## config.mk

```make
export PLATFORM = sky130hd
export DESIGN_NAME = tspbb_ctrl
export DESIGN_NICKNAME = d
export VERILOG_FILES = /design/src/rtl/tspbb_pkg.sv /design/src/rtl/tspbb_ctrl.sv
export SDC_FILE = /design/constraint.sdc
export NUM_CORES = 1
export LEC_CHECK = 0
export ABC_AREA = 0
export BUFFER_PORTS_ARGS = -buffer_cell sky130_fd_sc_hd__buf_2
export CAP_MARGIN = 30
export CORE_AREA = 2 2 39 41
export CTS_BUF_LIST = sky130_fd_sc_hd__clkbuf_16
export CTS_CLUSTER_DIAMETER = 30
export DETAILED_ROUTE_END_ITERATION = 12
export DIE_AREA = 0 0 41 43
export SYNTH_ARGS = -nofsm -noshare
export SYNTH_HDL_FRONTEND = slang
export SYNTH_SLANG_ARGS = --single-unit
```

## constraint.sdc

```tcl
create_clock -name clk -period 1.5 [get_ports clk]
set_clock_uncertainty 0.2 [all_clocks]
set_input_delay 0.225 -clock clk [delete_from_list [all_inputs] [get_ports clk]]
set_output_delay 0.225 -clock clk [all_outputs]
set_load 0.03 [all_outputs]
```

## src/rtl/tspbb_pkg.sv

```systemverilog
// ----------------------------------------------------------------------------
// TSP branch and bound package
// Shared constants, types and command/status structs for the search core.
// ----------------------------------------------------------------------------
package tspbb_pkg;

  localparam int MaxNodes   = 16;
  localparam int NodeBits   = 4;
  localparam int CountBits  = 5;
  localparam int WeightBits = 16;
  localparam int CostBits   = 20;
  localparam int BestBits   = 21;
  localparam int CellBits   = 2 * NodeBits;
  localparam int EdgeBits   = WeightBits + 1;

  localparam logic [CostBits-1:0] CostCap  = {CostBits{1'b1}};
  localparam logic [BestBits-1:0] BestNone = {BestBits{1'b1}};

  typedef enum logic [2:0] {
    ST_LOAD,
    ST_FETCH,
    ST_EVAL,
    ST_EMIT,
    ST_NONE
  } state_t;

  typedef struct packed {
    logic start;
    logic fetch;
    logic eval;
    logic emit_next;
  } cmd_t;

  typedef struct packed {
    logic done;
    logic found;
    logic emit_last;
  } status_t;

endpackage

```

## src/rtl/tspbb_ctrl.sv

```systemverilog
// ----------------------------------------------------------------------------
// TSP branch and bound controller
// Sequences load, search (fetch/evaluate per step) and result emission.
// ----------------------------------------------------------------------------
module tspbb_ctrl (
  input  logic              clk,
  input  logic              rst,
  input  logic              in_valid,
  input  logic              last_cell,
  input  logic              out_ready,
  input  tspbb_pkg::status_t status,
  output tspbb_pkg::cmd_t    cmd,
  output logic              in_ready,
  output logic              out_valid,
  output logic              out_none
);
  import tspbb_pkg::*;

  state_t state, state_next;

  always_ff @(posedge clk) begin
    if (rst) begin
      state <= ST_LOAD;
    end else begin
      state <= state_next;
    end
  end

  always_comb begin
    state_next = state;
    case (state)
      ST_LOAD: begin
        if (in_valid && last_cell) state_next = ST_FETCH;
      end
      ST_FETCH: state_next = ST_EVAL;
      ST_EVAL: begin
        if (status.done) state_next = status.found ? ST_EMIT : ST_NONE;
        else state_next = ST_FETCH;
      end
      ST_EMIT: begin
        if (out_ready && status.emit_last) state_next = ST_LOAD;
      end
      ST_NONE: begin
        if (out_ready) state_next = ST_LOAD;
      end
      default: state_next = ST_LOAD;
    endcase
  end

  always_comb begin
    cmd       = '0;
    in_ready  = 1'b0;
    out_valid = 1'b0;
    out_none  = 1'b0;
    case (state)
      ST_LOAD: begin
        in_ready  = 1'b1;
        cmd.start = in_valid && last_cell;
      end
      ST_FETCH: cmd.fetch = 1'b1;
      ST_EVAL:  cmd.eval  = 1'b1;
      ST_EMIT: begin
        out_valid     = 1'b1;
        cmd.emit_next = out_ready;
      end
      ST_NONE: begin
        out_valid = 1'b1;
        out_none  = 1'b1;
      end
      default: ;
    endcase
  end

endmodule

```

==> After elaboration in Yosys (flattened, before gate mapping) <==
Cells that the tools add are included.
{ "word_totals": {"ff_bits": 3, "wordCells": 26, "inputBits": 8} }
{ "classes": {"n_eq_ne": 7, "mux": 13, "n_reduce_logical": 5} }
{ "op_table": {"columns": ["operator", "count"], "rows": [
  ["two-way mux 3 bit", 5],
  ["case mux 3 bit (5 select lines)", 1],
  ["two-way mux 1 bit", 7],
  ["equality test 3 x 2 -> 1 bit, second input constant", 2],
  ["inequality test 2 bit, second input constant", 3],
  ["equality test 3 x 1 -> 1 bit, second input constant", 1],
  ["equality test 3 bit, second input constant", 1],
  ["logical NOT 3 bit", 1],
  ["AND reduction 3 bit", 1],
  ["logical AND 1 bit", 2],
  ["OR reduction 2 bit", 1]
]} }

==> Depth between registers and ports, before layout <==
{ "logic_depth": {"ltp_word": 3, "mapped_depth": 4, "mapped_depth_nobuf": 3} }

==> Least setup slack after synthesis <==
OpenSTA, ideal clock, no wires.
{ "synth_timing": {"path_type": "reg-to-output", "startpoint": "reg state[1]", "endpoint": "out cmd[3] in the netlist's numbering", "path_stages_with_launch": 4, "setup_slack_ns": -0.248, "arrival_time_ns": 1.323, "n_path_buf": 1, "path_cell_list": "dfxtp_1 buf_4 nor3_2 and3_1"} }
{ "synth_rtl": {"columns": ["item", "line", "text"], "rows": [
  ["start: declaration", "tspbb_ctrl.sv:19", "state_t state, state_next;"],
  ["start signal: assignment", "tspbb_ctrl.sv:25", "state <= state_next;"],
  ["end: declaration", "tspbb_ctrl.sv:12", "output tspbb_pkg::cmd_t cmd,"]
]} }

==> results.txt <==
startpoint types - flip-flop
die height - 43 um
Area after DPL - 372 um^2
outcome - complete, but fails checks
Boundary Pins - 15
Synth-to-Final Area Change - 102%
CTS tree - yes
die area - 0.00176 mm^2
TritonCTS Buffers - 3
Yosys cell types - 21
antenna violations before repair - 0
Design Area, Final - 510 um^2
Longest Clk Path Bufs - 2
Pwr Total - 0.000598 W
Tcrit/Tclk final - 1.03
share of layout cells above drive strength 1 - 0.680
Yosys reg bits - 3
CTS clk-pin slew, worst paths - 0.03 ns
max_cap viols - 0
Max VDD drop - 405 uV
Final WS setup - -0.0410 ns
crit path max fanout - 6
final setup vio count - 3
Pwr per Cell Area - 1170 mW/mm^2
Initial Util - 0.183
Worst Hold Depth - 3
registers with the most flip-flops - state: 3 flops
Max Freq - 649 MHz
Post CTS Setup Buffer Count - 0
first-pass GRT wire length - 1380 um
Layout Utilization - 0.369
DR WL/cell - 12.5 um
crit end category - output port
die width - 41 um
unrepaired setup endpoints after global routing - yes
final std cells w/o fill - 66
NumNets Final - 59
# diodes - 0
global route overflow - 0
max reg flops - 3
clock root cell - clkbuf_16
most common cell after layout, fill and taps aside - buf_2
number of buffers added on ports - 14
Cell Area, Synth - 253 um^2
detailed placer's ending HPWL - 537 um
Tot GR Track Use - 0.125
GPL Wtd Cong - 0.705
post-detailed-route count of antenna-violating nets - 0
Rows - 14
Post-Synthesis Cells - 29
fin crit period - 1.54 ns
failing checks - negative setup slack
DR iter-0 viols - 6
WL final - 828 um
Rel. slew slack - 0.843
CP required - 1.07 ns
Slew Limit Fails - 0
routed via count - 310
clk sinks - 3
vias in the first global route - 313
Skew-Pair Late Insertion Delay - 0.22 ns
Synth Area per Inst - 8.72 um^2
commonest cells after routing, fill and taps aside - buf_2 (9), buf_4 (7)
# DRC - 0
H-tree Lvls - 1
Pre-antenna DRT Iters - 4
yosys warns - 0
HP Class - in -> reg
Worst Max-Slew Pin Slew - 0.234 ns
Arr. time, crit path - 1.12 ns
Most flops, register - state
core area - 0.00138 mm^2
largest net degree at the start of global routing - 7
Syn Nets - 37
Leak Pwr - 0.231 nW
placed insts - 61
Final Hold Fails - 0
Setup CP Type - reg -> out
reg2reg path depth - 3
vias per cell - 4.70
sequential share of the synthesized area - 0.238
[cell type report]
type | count | area (um^2)
well taps | 16 | 20.0
clock buffers | 3 | 75.1
inverters | 1 | 3.75
fillers | 144 | 873
multi-input cells | 22 | 195
flip-flops and latches | 3 | 71.3
repair buffers | 20 | 141
clock inverters | 1 | 3.75
[power by group]
part / internal, W / switching [W] / leakage (nW)
Sequential: 0.0000817 / 0.0000103 / 0.0267
Combinational: 0.0000426 / 0.0000466 / 0.162
Clock: 0.000344 / 0.0000726 / 0.0423
[worst paths after layout]
path,start,endpoint,slack (ns)
worst max-delay path,state[1],cmd[3],-0.04
worst min-delay path,status[0],state[0],0.18
worst max register to register,state[2],state[1],0.25
worst min register to register,state[0],state[2],0.43
[layer usage]
layer | vias up | part of all wire | track usage
met5 | - | 0 | 0
met4 | 0 | 0.025 | 0.100
met3 | 2 | 0.046 | 0.0314
met2 | 12 | 0.51 | 0.175
met1 | 144 | 0.42 | 0.152
li1 | 152 | - | -
[cells by family (layout without fill, tap and decap cells)]
logic type	after synthesis	in the layout	synth area share
AO/OA/AOI/OAI	7	7	0.213
buffers and inverters	4	25	0.0940
flip-flops	3	3	0.238
AND/OR/NAND/NOR	15	15	0.455
[Yosys cell counts]
library cell | n | area share
a211oi_2 | 1 | 0.049
a21oi_1 | 1 | 0.020
a311oi_1 | 1 | 0.035
a31oi_1 | 2 | 0.049
and2_1 | 1 | 0.025
and3_1 | 1 | 0.025
and4bb_1 | 1 | 0.049
buf_2 | 1 | 0.020
buf_4 | 2 | 0.059
dfxtp_1 | 3 | 0.24
inv_1 | 1 | 0.015
nand2_1 | 1 | 0.015
nand2_2 | 1 | 0.025
nand3b_1 | 1 | 0.030
nand4_1 | 1 | 0.025
nor2_1 | 1 | 0.015
nor3_2 | 2 | 0.079
nor3b_1 | 4 | 0.12
nor3b_2 | 1 | 0.049
o21a_1 | 1 | 0.030
o21bai_1 | 1 | 0.030
[stage by stage]
stage / TNS (ns) / setup slack [ns] / hold slack, ns
CTS: -0.0743 / -0.0374 / 0.181
finish: -0.0946 / -0.0410 / 0.181
global route: -0.285 / -0.0868 / 0.204
global placement: 0 / 0.0636 / 0.228
floorplan: -0.557 / -0.151 / 0.0959
detailed placement: 0 / 0.0555 / 0.228
[repair_timing]
item	in CTS	in global routing
endpoints found under the setup margin	7	6
pin swaps	4	1
endpoints found under the hold margin	1	0
gates cloned	0	0
resized for setup	15	3
hold buffers	1	0
[critical path, stage by stage (launching register included)]
cell and delay (ns):
dfxtp_4 0.36, buf_6 0.12, nor3_4 0.09, and3_1 0.18, buf_6 0.13
No activity file was read; power rests on OpenSTA's default activity.
